--- config.mk ---
export PLATFORM = sky130hd
export DESIGN_NAME = flash_write_combiner
export DESIGN_NICKNAME = d
export VERILOG_FILES = /design/src/hdl/fwc_pkg.sv /design/src/hdl/fwc_in_stage.sv /design/src/hdl/fwc_merge.sv /design/src/hdl/fwc_result_fifo.sv /design/src/hdl/flash_write_combiner.sv
export SDC_FILE = /design/constraint.sdc
export NUM_CORES = 1
export LEC_CHECK = 0
export ABC_AREA = 1
export BUFFER_PORTS_ARGS = -buffer_cell sky130_fd_sc_hd__buf_2
export CAP_MARGIN = 20
export CORE_MARGIN = 10
export CORE_UTILIZATION = 28
export DETAILED_ROUTE_END_ITERATION = 6
export PLACE_DENSITY_LB_ADDON = 0.12
export SLEW_MARGIN = 20
export SYNTH_ARGS = -nofsm -noshare
export SYNTH_HDL_FRONTEND = slang
export SYNTH_SLANG_ARGS = --single-unit
--- constraint.sdc ---
create_clock -name aclk -period 6.6 [get_ports aclk]
set_clock_uncertainty 0.05 [all_clocks]
set_input_delay 0 -clock aclk [delete_from_list [all_inputs] [get_ports aclk]]
set_output_delay 0 -clock aclk [all_outputs]
set_load 0.005 [all_outputs]
--- src/hdl/fwc_pkg.sv ---
// ----------------------------------------------------------------------------
// fwc_pkg: shared types and constants of the flash write combiner
// Field widths, operation and result codes, register indexes and the
// structures passed between the input stage, merge stage and result queue.
// ----------------------------------------------------------------------------
`default_nettype none

package fwc_pkg;

    // default word size in bytes
    localparam int WORD_BYTES_DEF = 4;

    localparam int OFFSET_W = 24;
    localparam int END_W    = 25;
    localparam int ADDR_W   = 32;
    localparam int LEN_W    = 25;
    localparam int DATA_W   = 32;
    localparam int BYTE_W   = 8;

    // apb register map
    localparam int PADDR_W    = 3;
    localparam int PDATA_W    = 32;
    localparam logic REG_REGION_BASE   = 1'b0;
    localparam logic REG_REGION_LENGTH = 1'b1;

    // operation codes
    localparam logic OP_WRITE = 1'b0;
    localparam logic OP_FLUSH = 1'b1;

    // result kinds
    localparam logic KIND_PROGRAM     = 1'b0;
    localparam logic KIND_RANGE_ERROR = 1'b1;

    localparam logic [BYTE_W-1:0] ERASED_BYTE = 8'hFF;

    // registered input word with the precomputed word index
    typedef struct packed {
        logic                op;
        logic [OFFSET_W-1:0] offset;
        logic [BYTE_W-1:0]   byte_value;
        logic [END_W-1:0]    call_end;
        logic                last_of_call;
        logic [OFFSET_W-1:0] quot;
    } item_t;

    typedef struct packed {
        logic              kind;
        logic [ADDR_W-1:0] word_address;
        logic [DATA_W-1:0] word_data;
        logic              final_res;
    } result_t;

    // up to two results produced by one item, oldest in first
    typedef struct packed {
        logic [1:0] count;
        result_t    first;
        result_t    second;
    } results_t;

endpackage

`default_nettype wire

--- src/hdl/fwc_in_stage.sv ---
// ----------------------------------------------------------------------------
// fwc_in_stage: input register of the flash write combiner
// Registers the accepted byte word together with offset / WORD_BYTES, formed
// by a reciprocal multiplication, so the merge stage only scales it back.
// ----------------------------------------------------------------------------
`default_nettype none

module fwc_in_stage #(
    parameter int WORD_BYTES = 4
) (
    input  wire logic                            aclk,
    input  wire logic                            aresetn,
    input  wire logic                            s_valid,
    output logic                                 s_ready,
    input  wire logic                            s_op,
    input  wire logic [fwc_pkg::OFFSET_W-1:0]    s_offset,
    input  wire logic [fwc_pkg::BYTE_W-1:0]      s_byte_value,
    input  wire logic [fwc_pkg::END_W-1:0]       s_call_end,
    input  wire logic                            s_last_of_call,
    input  wire logic                            take,
    output logic                                 item_valid,
    output fwc_pkg::item_t                       item
);
    import fwc_pkg::*;

    // exact for every 24 bit offset: RECIP*W - 2**SHIFT < 2**(SHIFT-OFFSET_W)
    localparam int SHIFT   = OFFSET_W + 3;
    localparam int RECIP_W = SHIFT;
    localparam logic [RECIP_W-1:0] RECIP =
        RECIP_W'(((64'd1 << SHIFT) + 64'(WORD_BYTES) - 64'd1) / 64'(WORD_BYTES));
    localparam int PROD_W  = OFFSET_W + RECIP_W;

    logic                valid_reg;
    logic                valid_next;
    item_t               item_reg;
    logic [PROD_W-1:0]   prod;
    logic                accept;

    assign s_ready    = !valid_reg || take;
    assign accept     = s_valid && s_ready;
    assign prod       = PROD_W'(s_offset) * PROD_W'(RECIP);
    assign valid_next = accept ? 1'b1 : (take ? 1'b0 : valid_reg);

    always_ff @(posedge aclk) begin
        if (!aresetn) begin
            valid_reg <= 1'b0;
        end else begin
            valid_reg <= valid_next;
        end
    end

    always_ff @(posedge aclk) begin
        if (accept) begin
            item_reg.op           <= s_op;
            item_reg.offset       <= s_offset;
            item_reg.byte_value   <= s_byte_value;
            item_reg.call_end     <= s_call_end;
            item_reg.last_of_call <= s_last_of_call;
            item_reg.quot         <= prod[PROD_W-1:SHIFT];
        end
    end

    assign item_valid = valid_reg;
    assign item       = item_reg;

endmodule

`default_nettype wire

--- src/hdl/fwc_merge.sv ---
// ----------------------------------------------------------------------------
// fwc_merge: held word state and merge logic
// Merges one byte into the held word, decides which words leave and updates
// the held word, its base and the aligned-start flag.
// ----------------------------------------------------------------------------
`default_nettype none

module fwc_merge #(
    parameter int WORD_BYTES = 4
) (
    input  wire logic                          aclk,
    input  wire logic                          aresetn,
    input  wire logic                          fire,
    input  wire fwc_pkg::item_t                item,
    input  wire logic [fwc_pkg::ADDR_W-1:0]    region_base,
    input  wire logic [fwc_pkg::LEN_W-1:0]     region_length,
    output fwc_pkg::results_t                  results
);
    import fwc_pkg::*;

    localparam int WORD_W = BYTE_W * WORD_BYTES;
    localparam int LANE_W = $clog2(WORD_BYTES);
    localparam logic [WORD_W-1:0] ERASED_WORD = {WORD_BYTES{ERASED_BYTE}};

    logic [WORD_W-1:0]   held_word_reg,  held_word_next;
    logic [OFFSET_W-1:0] held_base_reg,  held_base_next;
    logic                held_valid_reg, held_valid_next;
    logic                aligned_reg,    aligned_next;

    logic [OFFSET_W-1:0] diff;
    logic [OFFSET_W-1:0] base_new;
    logic [OFFSET_W-1:0] rem;
    logic                in_win;
    logic [OFFSET_W-1:0] cur_base;
    logic [LANE_W-1:0]   cur_lane;
    logic                cur_aligned;
    logic [WORD_W-1:0]   cur_word;
    logic [WORD_W-1:0]   merged;
    logic                emit_new;
    result_t             old_res;
    result_t             new_res;
    result_t             err_res;

    always_comb begin
        diff     = item.offset - held_base_reg;
        in_win   = held_valid_reg && (item.offset >= held_base_reg)
                   && (diff < OFFSET_W'(WORD_BYTES));
        base_new = OFFSET_W'(item.quot * OFFSET_W'(WORD_BYTES));
        rem      = item.offset - base_new;

        if (in_win) begin
            cur_base    = held_base_reg;
            cur_lane    = diff[LANE_W-1:0];
            cur_aligned = aligned_reg;
            cur_word    = held_word_reg;
        end else begin
            cur_base    = base_new;
            cur_lane    = rem[LANE_W-1:0];
            cur_aligned = (rem == '0);
            cur_word    = ERASED_WORD;
        end

        merged = cur_word;
        for (int i = 0; i < WORD_BYTES; i++) begin
            if (cur_lane == LANE_W'(i)) begin
                merged[i*BYTE_W +: BYTE_W] = item.byte_value;
            end
        end

        emit_new = (cur_lane == LANE_W'(WORD_BYTES - 1))
                   && (!item.last_of_call || cur_aligned);

        old_res.kind         = KIND_PROGRAM;
        old_res.word_address = region_base + ADDR_W'(held_base_reg);
        old_res.word_data    = DATA_W'(held_word_reg);
        old_res.final_res    = 1'b1;

        new_res.kind         = KIND_PROGRAM;
        new_res.word_address = region_base + ADDR_W'(cur_base);
        new_res.word_data    = DATA_W'(merged);
        new_res.final_res    = 1'b1;

        err_res.kind         = KIND_RANGE_ERROR;
        err_res.word_address = '0;
        err_res.word_data    = '0;
        err_res.final_res    = 1'b1;

        held_word_next  = held_word_reg;
        held_base_next  = held_base_reg;
        held_valid_next = held_valid_reg;
        aligned_next    = aligned_reg;
        results.count   = 2'd0;
        results.first   = old_res;
        results.second  = new_res;

        if (item.op == OP_FLUSH) begin
            if (held_valid_reg) begin
                results.count   = 2'd1;
                held_word_next  = ERASED_WORD;
                held_base_next  = '0;
                held_valid_next = 1'b0;
            end
            aligned_next = 1'b0;
        end else if (item.call_end > region_length) begin
            // rejected call, only its last byte reports
            if (item.last_of_call) begin
                results.count = 2'd1;
                results.first = err_res;
                aligned_next  = 1'b0;
            end
        end else begin
            if (emit_new) begin
                held_word_next  = ERASED_WORD;
                held_base_next  = '0;
                held_valid_next = 1'b0;
                aligned_next    = 1'b0;
            end else begin
                held_word_next  = merged;
                held_base_next  = cur_base;
                held_valid_next = 1'b1;
                aligned_next    = cur_aligned && !item.last_of_call;
            end

            if (held_valid_reg && !in_win) begin
                // byte outside the window pushes the held word out first
                if (emit_new) begin
                    results.count           = 2'd2;
                    results.first.final_res = 1'b0;
                end else begin
                    results.count = 2'd1;
                end
            end else if (emit_new) begin
                results.count = 2'd1;
                results.first = new_res;
            end
        end
    end

    always_ff @(posedge aclk) begin
        if (!aresetn) begin
            held_word_reg  <= ERASED_WORD;
            held_base_reg  <= '0;
            held_valid_reg <= 1'b0;
            aligned_reg    <= 1'b0;
        end else if (fire) begin
            held_word_reg  <= held_word_next;
            held_base_reg  <= held_base_next;
            held_valid_reg <= held_valid_next;
            aligned_reg    <= aligned_next;
        end
    end

endmodule

`default_nettype wire

--- src/hdl/fwc_result_fifo.sv ---
// ----------------------------------------------------------------------------
// fwc_result_fifo: result queue of the flash write combiner
// Four entry queue taking up to two results a cycle and giving one word a
// cycle while m_ready is high; room flags space for a full item.
// ----------------------------------------------------------------------------
`default_nettype none

module fwc_result_fifo (
    input  wire logic                          aclk,
    input  wire logic                          aresetn,
    input  wire logic                          push,
    input  wire fwc_pkg::results_t             results,
    output logic                               room,
    output logic                               m_valid,
    input  wire logic                          m_ready,
    output fwc_pkg::result_t                   head
);
    import fwc_pkg::*;

    localparam int DEPTH   = 4;
    localparam int PTR_W   = $clog2(DEPTH);
    localparam int COUNT_W = PTR_W + 1;

    result_t             mem [DEPTH];
    logic [PTR_W-1:0]    wr_ptr_reg, wr_ptr_next;
    logic [PTR_W-1:0]    rd_ptr_reg, rd_ptr_next;
    logic [COUNT_W-1:0]  count_reg,  count_next;
    logic [COUNT_W-1:0]  n_push;
    logic                pop;

    assign n_push  = push ? COUNT_W'(results.count) : '0;
    assign pop     = m_valid && m_ready;
    assign m_valid = (count_reg != '0);
    assign room    = (count_reg <= COUNT_W'(DEPTH - 2));
    assign head    = mem[rd_ptr_reg];

    always_comb begin
        wr_ptr_next = wr_ptr_reg + n_push[PTR_W-1:0];
        rd_ptr_next = rd_ptr_reg + PTR_W'(pop);
        count_next  = count_reg + n_push - COUNT_W'(pop);
    end

    always_ff @(posedge aclk) begin
        if (!aresetn) begin
            wr_ptr_reg <= '0;
            rd_ptr_reg <= '0;
            count_reg  <= '0;
        end else begin
            wr_ptr_reg <= wr_ptr_next;
            rd_ptr_reg <= rd_ptr_next;
            count_reg  <= count_next;
        end
    end

    always_ff @(posedge aclk) begin
        if (n_push != '0) begin
            mem[wr_ptr_reg] <= results.first;
        end
        if (n_push == COUNT_W'(2)) begin
            mem[wr_ptr_reg + PTR_W'(1)] <= results.second;
        end
    end

    // queue never overfills
    assert property (@(posedge aclk) disable iff (!aresetn)
        count_reg <= COUNT_W'(DEPTH))
        else $error("result queue overflow");

    // a pop with nothing pushed drops the fill by exactly one
    assert property (@(posedge aclk) disable iff (!aresetn)
        (pop && n_push == '0) |=> (count_reg == $past(count_reg) - COUNT_W'(1)))
        else $error("result queue fill miscounted on pop");

    // only the second of a pair of results closes the item
    assert property (@(posedge aclk) disable iff (!aresetn)
        (push && results.count == 2'd2)
            |-> (!results.first.final_res && results.second.final_res))
        else $error("final flag misplaced in result pair");

endmodule

`default_nettype wire

--- src/hdl/flash_write_combiner.sv ---
// ----------------------------------------------------------------------------
// flash_write_combiner: gathers byte writes into aligned flash words
// Path: a byte word is registered, merged and queued before the result port.
// Throughput: one byte word a cycle while the queue has room; the merge stage
// runs at most once per cycle and the result port gives one word a cycle
// while m_ready is high. The four entry result queue decouples the two sides.
// Reset: aresetn is synchronous, active low; it empties both stages and the
// queue, clears the config registers and sets the held word to erased 0xFF.
// ----------------------------------------------------------------------------
`default_nettype none

module flash_write_combiner #(
    parameter int WORD_BYTES = fwc_pkg::WORD_BYTES_DEF
) (
    input  wire logic                          aclk,
    input  wire logic                          aresetn,
    // apb config port
    input  wire logic                          psel,
    input  wire logic                          penable,
    input  wire logic                          pwrite,
    input  wire logic [fwc_pkg::PADDR_W-1:0]   paddr,
    input  wire logic [fwc_pkg::PDATA_W-1:0]   pwdata,
    output logic [fwc_pkg::PDATA_W-1:0]        prdata,
    output logic                               pready,
    // byte write channel
    input  wire logic                          s_valid,
    output logic                               s_ready,
    input  wire logic                          s_op,
    input  wire logic [fwc_pkg::OFFSET_W-1:0]  s_offset,
    input  wire logic [fwc_pkg::BYTE_W-1:0]    s_byte_value,
    input  wire logic [fwc_pkg::END_W-1:0]     s_call_end,
    input  wire logic                          s_last_of_call,
    // result channel
    output logic                               m_valid,
    input  wire logic                          m_ready,
    output logic                               m_kind,
    output logic [fwc_pkg::ADDR_W-1:0]         m_word_address,
    output logic [fwc_pkg::DATA_W-1:0]         m_word_data,
    output logic                               m_final_res
);
    import fwc_pkg::*;

    // config registers
    logic [ADDR_W-1:0] region_base_reg;
    logic [LEN_W-1:0]  region_length_reg;
    logic              cfg_write;
    logic              cfg_index;

    // pipeline control
    logic              item_valid;
    item_t             item;
    logic              room;
    logic              fire;
    results_t          results;
    result_t           head;

    // apb: no wait states, register picked by the word address bit
    assign pready    = 1'b1;
    assign cfg_index = paddr[2];
    assign cfg_write = psel && penable && pwrite && pready;

    always_ff @(posedge aclk) begin
        if (!aresetn) begin
            region_base_reg   <= '0;
            region_length_reg <= '0;
        end else if (cfg_write) begin
            case (cfg_index)
                REG_REGION_BASE:   region_base_reg   <= pwdata;
                REG_REGION_LENGTH: region_length_reg <= pwdata[LEN_W-1:0];
                default:           region_base_reg   <= region_base_reg;
            endcase
        end
    end

    // read back, zero for unaligned addresses
    always_comb begin
        prdata = '0;
        if (paddr[1:0] == 2'b00) begin
            case (cfg_index)
                REG_REGION_BASE:   prdata = region_base_reg;
                REG_REGION_LENGTH: prdata = PDATA_W'(region_length_reg);
                default:           prdata = '0;
            endcase
        end
    end

    // merge stage runs whenever a word waits and the queue can take two results
    assign fire = item_valid && room;

    fwc_in_stage #(
        .WORD_BYTES (WORD_BYTES)
    ) u_in_stage (
        .aclk           (aclk),
        .aresetn        (aresetn),
        .s_valid        (s_valid),
        .s_ready        (s_ready),
        .s_op           (s_op),
        .s_offset       (s_offset),
        .s_byte_value   (s_byte_value),
        .s_call_end     (s_call_end),
        .s_last_of_call (s_last_of_call),
        .take           (fire),
        .item_valid     (item_valid),
        .item           (item)
    );

    fwc_merge #(
        .WORD_BYTES (WORD_BYTES)
    ) u_merge (
        .aclk          (aclk),
        .aresetn       (aresetn),
        .fire          (fire),
        .item          (item),
        .region_base   (region_base_reg),
        .region_length (region_length_reg),
        .results       (results)
    );

    fwc_result_fifo u_result_fifo (
        .aclk    (aclk),
        .aresetn (aresetn),
        .push    (fire),
        .results (results),
        .room    (room),
        .m_valid (m_valid),
        .m_ready (m_ready),
        .head    (head)
    );

    // result channel straight from the queue head
    assign m_kind         = head.kind;
    assign m_word_address = head.word_address;
    assign m_word_data    = head.word_data;
    assign m_final_res    = head.final_res;

endmodule

`default_nettype wire
# After elaboration in Yosys (flattened, before gate mapping)
# Memories as Yosys holds them, arrays and structs flattened. A register that Yosys moved wholly into a read port is not among the register bits.
# Index checks and enable logic that the tools add are counted.
# W data, S select, Z words.
# totals
regBits	204
ramBits	264
input_bits	101
out_inout_bits	101
mem_count	1
# classes
addsub	9
n_lt_le_gt_ge	4
n_eq_ne	7
n_mux	43
n_bitwise	1
n_reduce_logical	26
# memory_table
memory	words	width	read_ports	rd_clocked_by_memory_dff	wr	line	text
u_result_fifo.mem	4	66	1	1	2	fwc_result_fifo.sv:24	result_t mem [DEPTH];
# ops
cell	n
$mux W32	6
$mux W67	2
$mux W24	5
$mux W68	1
$mux W66	1
$mux W65	1
$add A32 B24 Y32	2
$pmux W32 S2	1
$sub A24 B24 Y24	2
$mux W8	4
$gt A25 B25 Y1	1
$ge A24 B24 Y1	1
$logic_not A24 Y1	1
$lt A24 B3 Y1 const B	1
$mux W1	16
$mux W2	6
$logic_and A1 B1 Y1	10
$reduce_and A2 Y1	4
$reduce_bool A3 Y1	2
$eq A2 B2 Y1 const B	2
$logic_not A2 Y1	2
$add A3 B3 Y3	1
$eq A3 B2 Y1 const B	1
$le A3 B2 Y1 const B	1
13 further kinds	16

# Depth between registers and ports, before layout
# Gate-level depths: netlist (run 1).
# depth
depth_word	14
depth_mapped	39
ltp_nobuf	35

# Hierarchy
# Synthesis (run 1) repeated with hierarchy kept, for this count alone.
# unflattened
hier_cells	4079
hier_area_um2	29558.3
# modules_own_cells
mod	instances	cells_each	area_each_um2
fwc_result_fifo	1	1355	13057.5
fwc_merge	1	2181	11633.7
flash_write_combiner	1	452	2860.2
fwc_in_stage	1	91	2006.9

# Worst setup path before layout (run 1)
# OpenSTA, ideal clock, no wires.
# synth_path
path_type	reg2reg
startpoint	reg u_in_stage.item_reg (netlist bit u_in_stage.item[58])
endpoint	mem u_result_fifo.mem[1][10] in the netlist's numbering (enable)
setup_time_ns	0.424
t_arrival_ns	5.203
required_ns	6.126
path_slack_ns	0.923
stages_incl_launch_ff	31
synth_period_minus_slack_ns	5.677
path_cell_list	edfxtp_1 > inv_1 > ha_1 > fa_1 > inv_1 > nand2_1 > nand2_1 > nand3_2 > nand2_1 > nand2_1 > nand2_1 > nand2_1 > nand2_1 > nand2_1 > nor2_1 > nand2_1 > nor2_4 > nand4_1 > nand2_2 > inv_2 > nor2_2 > nand2_1 > inv_1 > ha_1 > nand3b_1 > nand3_1 > nand2_1 > nor2_1 > inv_1 > clkbuf_1 > nand2_1
# synth_rtl
element	line	text
start, declared	fwc_in_stage.sv:35	item_t item_reg;
end, declared	fwc_result_fifo.sv:24	

==> results of run 1 <==
metrics by stage:
step                utilization, %  instance area [sq um]  hold WS, ps  instances
floorplan                        -                  26200         48.9       3351
global placement              30.7                  28600          127       4690
detailed placement            30.7                  28600          128       4690
CTS                           34.0                  31700        0.468       4912
global route                  34.1                  31800         15.2       4914
finish                        34.1                  31800         24.2       4915
cell usage in the layout, fill, tap and decap left out, types with 11 or more instances in the layout:
master	n
a211oi_1	26
a21oi_1	146
buf_2	200
buf_4	48
clkbuf_16	57
clkinv_2	13
dfxtp_1	129
dlygate4sd3_1	118
edfxtp_1	315
ha_1	103
inv_1	267
nand2_1	936
nand2_2	11
nand3_1	73
nand4_1	24
nor2_1	340
nor3_1	22
o21ai_0	463
o21ai_1	18
o21ai_2	34
o22ai_1	92
xnor2_1	23
xor2_1	38
synth_stat cells (2+ instances only):
library cell | n | area share (%)
nand2_1 | 940 | 13
o21ai_0 | 464 | 8.9
nor2_1 | 348 | 5.0
edfxtp_1 | 315 | 36
inv_1 | 269 | 3.9
a21oi_1 | 149 | 2.8
dfxtp_1 | 131 | 10
clkbuf_1 | 127 | 1.8
ha_1 | 103 | 4.9
o22ai_1 | 92 | 2.2
nand3_1 | 73 | 1.4
xor2_1 | 42 | 1.4
o21ai_2 | 32 | 1.1
a211oi_1 | 26 | 0.74
buf_2 | 24 | 0.46
nand4_1 | 24 | 0.57
xnor2_1 | 23 | 0.77
nor3_1 | 22 | 0.42
o21ai_1 | 19 | 0.36
o21bai_1 | 11 | 0.31
buf_4 | 10 | 0.29
inv_2 | 10 | 0.14
nand3_2 | 10 | 0.38
nand2_2 | 9 | 0.21
nand3b_1 | 8 | 0.23
o211ai_1 | 8 | 0.23
a21boi_0 | 6 | 0.17
a31oi_1 | 6 | 0.14
nor2_2 | 6 | 0.14
o21a_1 | 6 | 0.17
buf_6 | 5 | 0.21
fa_1 | 4 | 0.31
o221ai_1 | 4 | 0.13
a21o_1 | 3 | 0.086
a221oi_1 | 3 | 0.10
nor2_4 | 3 | 0.13
nor4_1 | 3 | 0.072
clkinv_1 | 2 | 0.029
o31ai_1 | 2 | 0.057
cell type report:
class	count	area [sq um]
inverter	281	1060
antenna	1	2.50
fill	9840	61400
clock inverter	33	422
timing repair buffer	371	2640
multi-input combinational	2457	12500
tap	1254	1570
sequential	446	12100
clock buffer	72	1530
path summary, 6_finish.rpt:
path	cells after the start	end	slack, ps
worst max-delay path	31	u_result_fifo.mem[2][51]	420
worst min-delay path	2	u_in_stage.item[37]	20
worst max register to register	31	u_result_fifo.mem[2][51]	420
worst min register to register	2	u_result_fifo.mem[1][0]	410
repair_timing:
item | in CTS | in global routing
hold buffers | 117 | 1
setup endpoints to repair | 0 | 40
resized for setup | 0 | 11
endpoints found under the hold margin | 128 | 27
power groups by stage:
| stage | Combinational, mW | Clock (mW) | Sequential, mW |
|---|---|---|---|
| 2_1_floorplan | 1.15 | 0 | 3.20 |
| 3_3_place_gp | 2.00 | 0 | 3.27 |
| 3_5_place_dp | 1.99 | 0 | 3.27 |
| 4_1_cts | 2.05 | 3.38 | 3.21 |
| 5_1_grt | 2.26 | 3.48 | 3.22 |
| 6_report | 2.02 | 3.30 | 3.21 |
kinds of logic after synthesis:
logic type | Yosys count | share of synthesized area (%)
other | 1 | 0.0143
xor gates and xnor gates | 65 | 2.17
AOI/OAI and AO/OA | 834 | 17.6
buffers and inverters | 448 | 6.81
adders and majority gates | 107 | 5.22
and+or+nand+nor | 1450 | 22.1
DFF | 446 | 46.1
critical path: cells and delay by family, from the launching register on:
kind	cells	cell delay (ps)
buf+inv	3	290
flops	1	380
fa+ha+maj	4	1300
xor+xnor	1	580
simple gates	14	1560
compound gates	9	1670
routing by layer:
layer | part of all wire (%) | GRT usage, %
met1 | 48 | 27.2
met5 | 0 | 0
met2 | 45 | 29.7
met3 | 5.1 | 2.08
met4 | 1.9 | 3.95
==> impl_metrics.py, run 1 <==
metrics = {
    "power_and_ir_drop": {
        "p_clk_share_pct": 38.7,
        "internal_power_mw": 5.73,
        "cellPowerDensity_mw_per_mm2": 268,
        "power.switching_mw": 2.80,
        "power_mw": 8.53,
        "power_frac_comb_pct": 23.7,
        "p_sw_share_pct": 32.8,
        "power_frac_seq_pct": 37.6,
        "leakage_nw": 13.3,
        "ir_worst_vdd_mv": 0.205,
    },
    "worst_setup_path": {
        "path_max_fanout": 5,
        "critical_path.startpoint": "u_in_stage.item[58]",
        "cp.arrival_ps": 6470,
        "criticalPathCategory": "reg2reg",
        "rr_startpoint": "u_in_stage.item[58]",
        "start_kind": "register",
        "cp_common_cell": "nand2_1",
        "crit_path_end_kind": "register",
        "critical-path-max-stage-delay_ps": 580,
        "crit_required_ps": 6890,
        "crit_slowest_cell": "xor2_1",
    },
    "routing": {
        "drc": 0,
        "ant_nets": 0,
        "wl_per_cell_um": 20.9,
        "routed_wl_um": 103000,
        "drt_iter0_drc": 1799,
        "via_per_inst": 4.86,
        "first_pass_iters": 5,
        "via_count": 23900,
    },
    "die": {
        "initial_core_util_pct": 28.1,
        "io-pin-count": 202,
        "fp.dieH_um": 326,
        "dieArea_sq_mm": 0.106,
        "core_area_sq_mm": 0.0932,
        "row_count": 112,
        "die_w_um": 326,
    },
    "grt": {
        "grt_pass1_vias": 23200,
        "grt_usage_pct": 18.8,
        "antenna_found_initial": 0,
        "overflow": 0,
        "grt_pass1_wl_um": 153000,
        "grt_max_degree": 94,
    },
    "clocking": {
        "worst_skew_pair.late_latency_ps": 650,
        "cts_root_buf": "clkbuf_16",
        "htreeDepth": 2,
        "cts_tree": "built",
        "cts_setup_buffers": 0,
        "clk_path_buf_depth": 3,
        "cts_made_buffers": 56,
        "clk_pin_slew_worst_paths_ps": 60,
        "cts_sinks": 446,
    },
    "synthesis": {
        "synthFlopType": "edfxtp_1",
        "syn_area_sq_mm": 0.0262,
        "ys_seq_area_share_pct": 46.1,
        "synthArstFlopShare_pct": 0,
        "synth_nets": 3559,
        "synth_edf_count": 315,
        "ys_ff_latch": 446,
        "yosysWarnings": 0,
        "synthDistinctLibCells": 48,
        "syn_inst": 3351,
        "synth.avg_cell_area_sq_um": 7.83,
    },
    "timing": {
        "maxSlewViolCount": 0,
        "fmax_mhz": 162,
        "hold_viol_final": 0,
        "totalNegativeSetupSlack_ps": 0,
        "fin_crit_sh_pct": 93.6,
        "min_period_ps": 6180,
        "rsz0062_at_grt": "true",
        "slew_headroom_pct": 28.6,
        "setup_ws_ps": 423,
        "worst_pin_slew_ps": 1070,
        "setup_viol": 0,
    },
    "placement": {
        "portBuffers": 200,
        "place_hpwl_um": 70000,
        "dp_worst_setup_slack_ps": 273,
        "place_congestion": 0.890,
    },
    "finish": {
        "drive_gt1_share_pct": 12.0,
        "largest_reg_flops": 264,
        "area_growth_pct": 21.2,
        "fin_nets": 3821,
    },
    "run_status": {
        "status": "finished, final reports clean",
    },
    "hold_path": {
        "hold_class": "in2reg",
        "worstHoldStart": "s_call_end[12]",
    },
    "flow_run": {
        "drv_cap": 0,
    },
}
Power figures use the tool's default switching activity.
==> run 2, diff against run 1 <==
--- a/config.mk
+++ b/config.mk
@@ -8,9 +8,13 @@
 export ABC_AREA = 1
 export BUFFER_PORTS_ARGS = -buffer_cell sky130_fd_sc_hd__buf_2
 export CAP_MARGIN = 20
+export CELL_PAD_IN_SITES_DETAIL_PLACEMENT = 1
+export CELL_PAD_IN_SITES_GLOBAL_PLACEMENT = 1
 export CORE_MARGIN = 10
 export CORE_UTILIZATION = 28
+export CTS_BUF_LIST = sky130_fd_sc_hd__clkbuf_2
 export DETAILED_ROUTE_END_ITERATION = 6
+export HOLD_SLACK_MARGIN = 0.08
 export PLACE_DENSITY_LB_ADDON = 0.12
 export SLEW_MARGIN = 20
 export SYNTH_ARGS = -nofsm -noshare
==> run 2 against run 1 <==
Clock power is 31% lower. Global-route usage is 3.2 points higher. Wire length is 16% higher. Sequential power hardly changed. First-iteration DRC count hardly changed. Sequential cell count stayed put. Critical path type unchanged. Largest cell class unchanged. Largest power group is now sequential cells.
==> impl_metrics.py, run 2 (same netlist as run 1, synthesis figures left out) <==
metrics = {
    "die": {
        "dieArea_sq_mm": 0.106,
        "fp.dieH_um": 326,
        "die_w_um": 326,
        "row_count": 112,
        "initial_core_util_pct": 28.1,
        "io-pin-count": 202,
        "core_area_sq_mm": 0.0932,
    },
    "grt": {
        "grt_pass1_wl_um": 179000,
        "grt_max_degree": 93,
        "overflow": 0,
        "grt_usage_pct": 21.9,
        "antenna_found_initial": 8,
        "grt_pass1_vias": 28200,
    },
    "placement": {
        "place_congestion": 0.867,
        "portBuffers": 200,
        "place_hpwl_um": 79300,
    },
    "finish": {
        "largest_reg_flops": 264,
        "fillCellCount": 11300,
        "drive_gt1_share_pct": 14.6,
        "area_growth_pct": 27.5,
        "fin_nets": 4128,
        "final_cell_mix": "936 x nand2_1, 456 x o21ai_0, 340 x dlygate4sd3_1",
        "layout_commonest_cell": "nand2_1",
    },
    "worst_setup_path": {
        "critical-path-max-stage-delay_ps": 580,
        "critPathBufInv": 3,
        "crit_family": "simple AND/OR/NAND/NOR gates",
        "criticalPathCategory": "reg2reg",
        "cp.arrival_ps": 7400,
        "crit_required_ps": 7790,
        "crit_path_end_kind": "register",
        "crit_slowest_cell": "o21ai_0",
        "path_max_fanout": 38,
        "start_kind": "register",
    },
    "hold_path": {
        "hold_class": "in2reg",
    },
    "power_and_ir_drop": {
        "ir_worst_vdd_mv": 0.133,
        "cellPowerDensity_mw_per_mm2": 229,
        "leakage_nw": 14.4,
        "power_mw": 7.65,
    },
    "timing": {
        "fmax_mhz": 161,
        "rsz0062_at_grt": "false",
        "totalNegativeSetupSlack_ps": 0,
        "timing.hold.ws_ps": 300,
        "min_period_ps": 6220,
        "maxSlewViolCount": 0,
        "fin_crit_sh_pct": 94.2,
        "worst_pin_slew_ps": 1110,
        "hold_viol_final": 0,
        "setup_viol": 0,
        "slew_headroom_pct": 25.9,
    },
    "clocking": {
        "cts_made_buffers": 135,
        "cts_tree": "built",
        "clk_path_buf_depth": 3,
        "worst_skew_pair.late_latency_ps": 1430,
        "cts_root_buf": "clkbuf_2",
        "clk_pin_slew_worst_paths_ps": 110,
        "htreeDepth": 4,
        "cts_sinks": 446,
    },
    "routing": {
        "drc": 0,
        "via_per_inst": 5.04,
        "via_count": 26600,
        "ant_nets": 0,
        "wl_per_cell_um": 22.4,
        "drt_iter0_drc": 1798,
        "first_pass_iters": 5,
        "routed_wl_um": 119000,
    },
    "run_status": {
        "status": "finished, final reports clean",
    },
    "flow_run": {
        "drv_cap": 0,
    },
}
[run 2: changes by cell type in the layout (fill, tap and decap cells not counted), moves of 5 or more]
cell / previous run / this run
inv_2: 10 / 18
clkbuf_2: 0 / 203
clkbuf_1: 10 / 0
o21ai_1: 18 / 23
diode_2: 1 / 7
clkinv_2: 13 / 6
dlygate4sd3_1: 118 / 340
clkbuf_16: 57 / 0
clkbuf_8: 5 / 0
buf_4: 48 / 53
o21ai_0: 463 / 456
clkinv_1: 10 / 29
bufinv_16: 9 / 2
[run 2: path summary, 6_finish.rpt]
| check | startpoint | to | slack, ps | depth (start not counted) |
|---|---|---|---|---|
| setup / recovery | u_in_stage.item[58] | u_result_fifo.mem[0][64] | 380 | 25 |
| hold / removal | s_offset[7] | u_in_stage.item[65] | 300 | 4 |
| setup reg to reg | u_in_stage.item[58] | u_result_fifo.mem[0][64] | 380 | 25 |
| hold reg to reg | u_result_fifo.mem[2][0] | u_result_fifo.mem[2][0] | 430 | 2 |
[run 2: metal layers]
layer  vias up  GRT usage, %  wire length (um)
met2       710          35.1             54200
met1     13200          30.0             56100
met5         -             0                 0
met3       189          3.85              5810
met4         0          6.39              2660
li1      12500             -                 -
[run 2: area by class of cell]
type                       count  area, sq um  area share, %
antenna                        7         17.5         0.0524
clock buffer                 203         1020           3.04
clock inverter                44          246          0.737
inverter                     281         1060           3.16
multi-input combinational   2457        12500           37.4
sequential                   446        12100           36.1
tap                         1254         1570           4.69
timing repair buffer         599         4930           14.7
[run 2: tightest hold or removal path, cell delays in order]
cell and delay (ps):
dlygate4sd3_1 520, dlygate4sd3_1 540, buf_2 90, dlygate4sd3_1 530
[run 2: power by group]
| group | internal (mW) | switching [mW] |
|---|---|---|
| Sequential | 3.09 | 0.114 |
| Clock | 0.908 | 1.36 |
| Combinational | 0.733 | 1.45 |
| Total | 4.73 | 2.92 |
[run 2: per-stage QoR]
stage	cell area, sq um	setup WS, ps	util [%]	instances
floorplan	26200	923	-	3351
global placement	28600	155	30.7	4694
detailed placement	28600	43.2	30.7	4694
CTS	33300	46.8	35.7	5281
global route	33400	17.1	35.9	5289
finish	33400	385	35.9	5291
[run 2: repair_timing]
| item | in CTS | in global routing |
|---|---|---|
| hold endpoints to repair | 241 | 0 |
| gates cloned | 0 | 0 |
| setup buffers | 0 | 2 |
| hold buffers | 340 | 0 |
| resized for setup | 1 | 28 |
| setup endpoints to repair | 3 | 50 |
| pin swaps | 0 | 3 |
==> run 3, diff against run 2 <==
--- a/config.mk
+++ b/config.mk
@@ -15,6 +15,7 @@
 export CTS_BUF_LIST = sky130_fd_sc_hd__clkbuf_2
 export DETAILED_ROUTE_END_ITERATION = 6
 export HOLD_SLACK_MARGIN = 0.08
+export MAX_ROUTING_LAYER = met4
 export PLACE_DENSITY_LB_ADDON = 0.12
 export SLEW_MARGIN = 20
 export SYNTH_ARGS = -nofsm -noshare
==> run 3 against run 2 <==
Hold slack improved by 39 ps. Register-to-register slack improved by 120 ps. Die area did not move. Final cell count barely moved. Non-clock buffer count rose by 1. Largest power group unchanged.
==> impl_metrics.py, run 3 (same netlist as run 1, synthesis figures left out) <==
metrics = {
    "clocking": {
        "cts_root_buf": "clkbuf_2",
        "cts_tree": "built",
        "clk_path_buf_depth": 3,
        "cts_made_buffers": 136,
        "htreeDepth": 4,
        "cts_sinks": 446,
        "worst_skew_pair.late_latency_ps": 1450,
        "clk_pin_slew_worst_paths_ps": 90,
    },
    "die": {
        "initial_core_util_pct": 28.1,
        "row_count": 112,
        "fp.dieH_um": 326,
        "core_area_sq_mm": 0.0932,
        "dieArea_sq_mm": 0.106,
        "io-pin-count": 202,
        "die_w_um": 326,
    },
    "worst_setup_path": {
        "critical-path-max-stage-delay_ps": 600,
        "crit_family": "simple AND/OR/NAND/NOR gates",
        "cp.arrival_ps": 7250,
        "crit_path_end_kind": "register",
        "cp_cell_sequence": "ha_1 > a21oi_1 > o21bai_1 > nor2_1 > nand2_1 > nand2_1 > nand2_1 > nand2_1 > nand2_1 > nor2_2 > nand3_2 > buf_4 > o21ai_0 > ha_1 > nand2_1 > nor4_1 > nand4_1 > a21oi_1 > xor2_1 > nand2_1 > nand3_2 > nand2_1 > o21ai_1",
        "crit_required_ps": 7750,
        "criticalPathCategory": "reg2reg",
        "critPathBufInv": 1,
        "path_max_fanout": 38,
        "crit_slowest_cell": "o21ai_0",
        "start_kind": "register",
        "cp_common_cell": "nand2_1",
    },
    "flow_run": {
        "drv_cap": 0,
    },
    "hold_path": {
        "hold_class": "in2reg",
    },
    "routing": {
        "routed_wl_um": 118000,
        "ant_nets": 0,
        "via_count": 26500,
        "drc": 0,
        "first_pass_iters": 5,
        "via_per_inst": 5.01,
        "wl_per_cell_um": 22.3,
        "drt_iter0_drc": 1642,
    },
    "finish": {
        "final_cell_mix": "936 x nand2_1, 455 x o21ai_0, 340 x nor2_1",
        "area_growth_pct": 27.4,
        "fin_nets": 4130,
        "design_area_sq_mm": 0.0334,
        "drive_gt1_share_pct": 14.4,
        "layout_commonest_cell": "nand2_1",
        "largest_reg_flops": 264,
    },
    "grt": {
        "overflow": 0,
        "grt_usage_pct": 22.5,
        "grt_pass1_vias": 28200,
        "antenna_found_initial": 10,
        "grt_pass1_wl_um": 178000,
        "grt_max_degree": 92,
    },
    "placement": {
        "postPlaceCellArea_sq_mm": 0.0286,
        "place_hpwl_um": 79400,
        "portBuffers": 200,
        "place_congestion": 0.858,
    },
    "timing": {
        "slew_headroom_pct": 25.3,
        "min_period_ps": 6100,
        "setup_viol": 0,
        "hold_viol_final": 0,
        "fin_crit_sh_pct": 92.4,
        "timing.hold.ws_ps": 340,
        "rsz0062_at_grt": "false",
        "maxSlewViolCount": 0,
        "fmax_mhz": 164,
        "totalNegativeSetupSlack_ps": 0,
        "worst_pin_slew_ps": 1120,
    },
    "power_and_ir_drop": {
        "leakage_nw": 14.4,
        "cellPowerDensity_mw_per_mm2": 228,
        "ir_worst_vdd_mv": 0.140,
    },
    "run_status": {
        "status": "finished, final reports clean",
    },
}
==> run 3: cell count changes in the layout (fill, tap and decap cells not counted), moves of 2 or more <==
cell      change
clkbuf_2      -2
clkinv_1      +3
a21oi_1       +2
a21oi_2       -2
o21bai_1      +2
o21bai_2      -2
clkinv_2      -2
buf_12        +2
==> run 3: worst register-to-register path: cells and delay by family, from the launching register on <==
kind | cells | cell delay (ps)
and+or+nand+nor | 14 | 2310
AOI/OAI and AO/OA | 5 | 1550
adders and majority gates | 2 | 770
DFF | 1 | 460
xor gates and xnor gates | 1 | 450
buffers and inverters | 1 | 330
==> run 3: final timing paths <==
check                                        startpoint                  endpoint  slack (ps)  cells after the start
worst max-delay path                u_in_stage.item[69]  u_result_fifo.mem[0][64]         500                     23
worst min-delay path                       s_offset[12]       u_in_stage.item[70]         340                      4
worst max register to register      u_in_stage.item[69]  u_result_fifo.mem[0][64]         500                     23
worst min register to register  u_result_fifo.mem[1][0]   u_result_fifo.mem[1][0]         420                      2
==> run 3: cell type report <==
class	count	area, sq um
diodes	6	15.0
clock inverters	44	244
repair buffers	600	4940
multi-input cells	2457	12500
clock buffers	201	1010
well taps	1254	1570
inverters	281	1060
flip-flops and latches	446	12100
fillers	11300	59800
==> run 3: power breakdown <==
| part | switching (mW) | internal (mW) |
|---|---|---|
| Combinational | 1.44 | 0.723 |
| Sequential | 0.119 | 3.09 |
| Clock | 1.34 | 0.899 |
| Total | 2.90 | 4.72 |
==> run 3: what timing repair did <==
item,CTS,global route
hold buffers,339,0
buffers inserted,0,2
setup endpoints to repair,0,59
gates resized for setup,0,26
hold endpoints to repair,241,0
==> run 3: through the flow <==
step	setup WS [ps]	util (%)	std cells	total power, mW
after CTS	30.8	35.7	5280	7.73
after global placement	265	30.7	4696	5.27
after global routing	13.1	35.8	5288	8.13
after floorplan	923	-	3351	4.35
final	500	35.8	5289	7.61
after detailed placement	144	30.7	4696	5.31
==> run 3: metal layers <==
metal	part of all wire, %	up-vias	GRT usage [%]
li1	-	12600	-
met1	47	13100	29.5
met2	46	684	35.0
met3	5.0	170	4.17
met4	2.1	0	6.49
met5	0	-	-
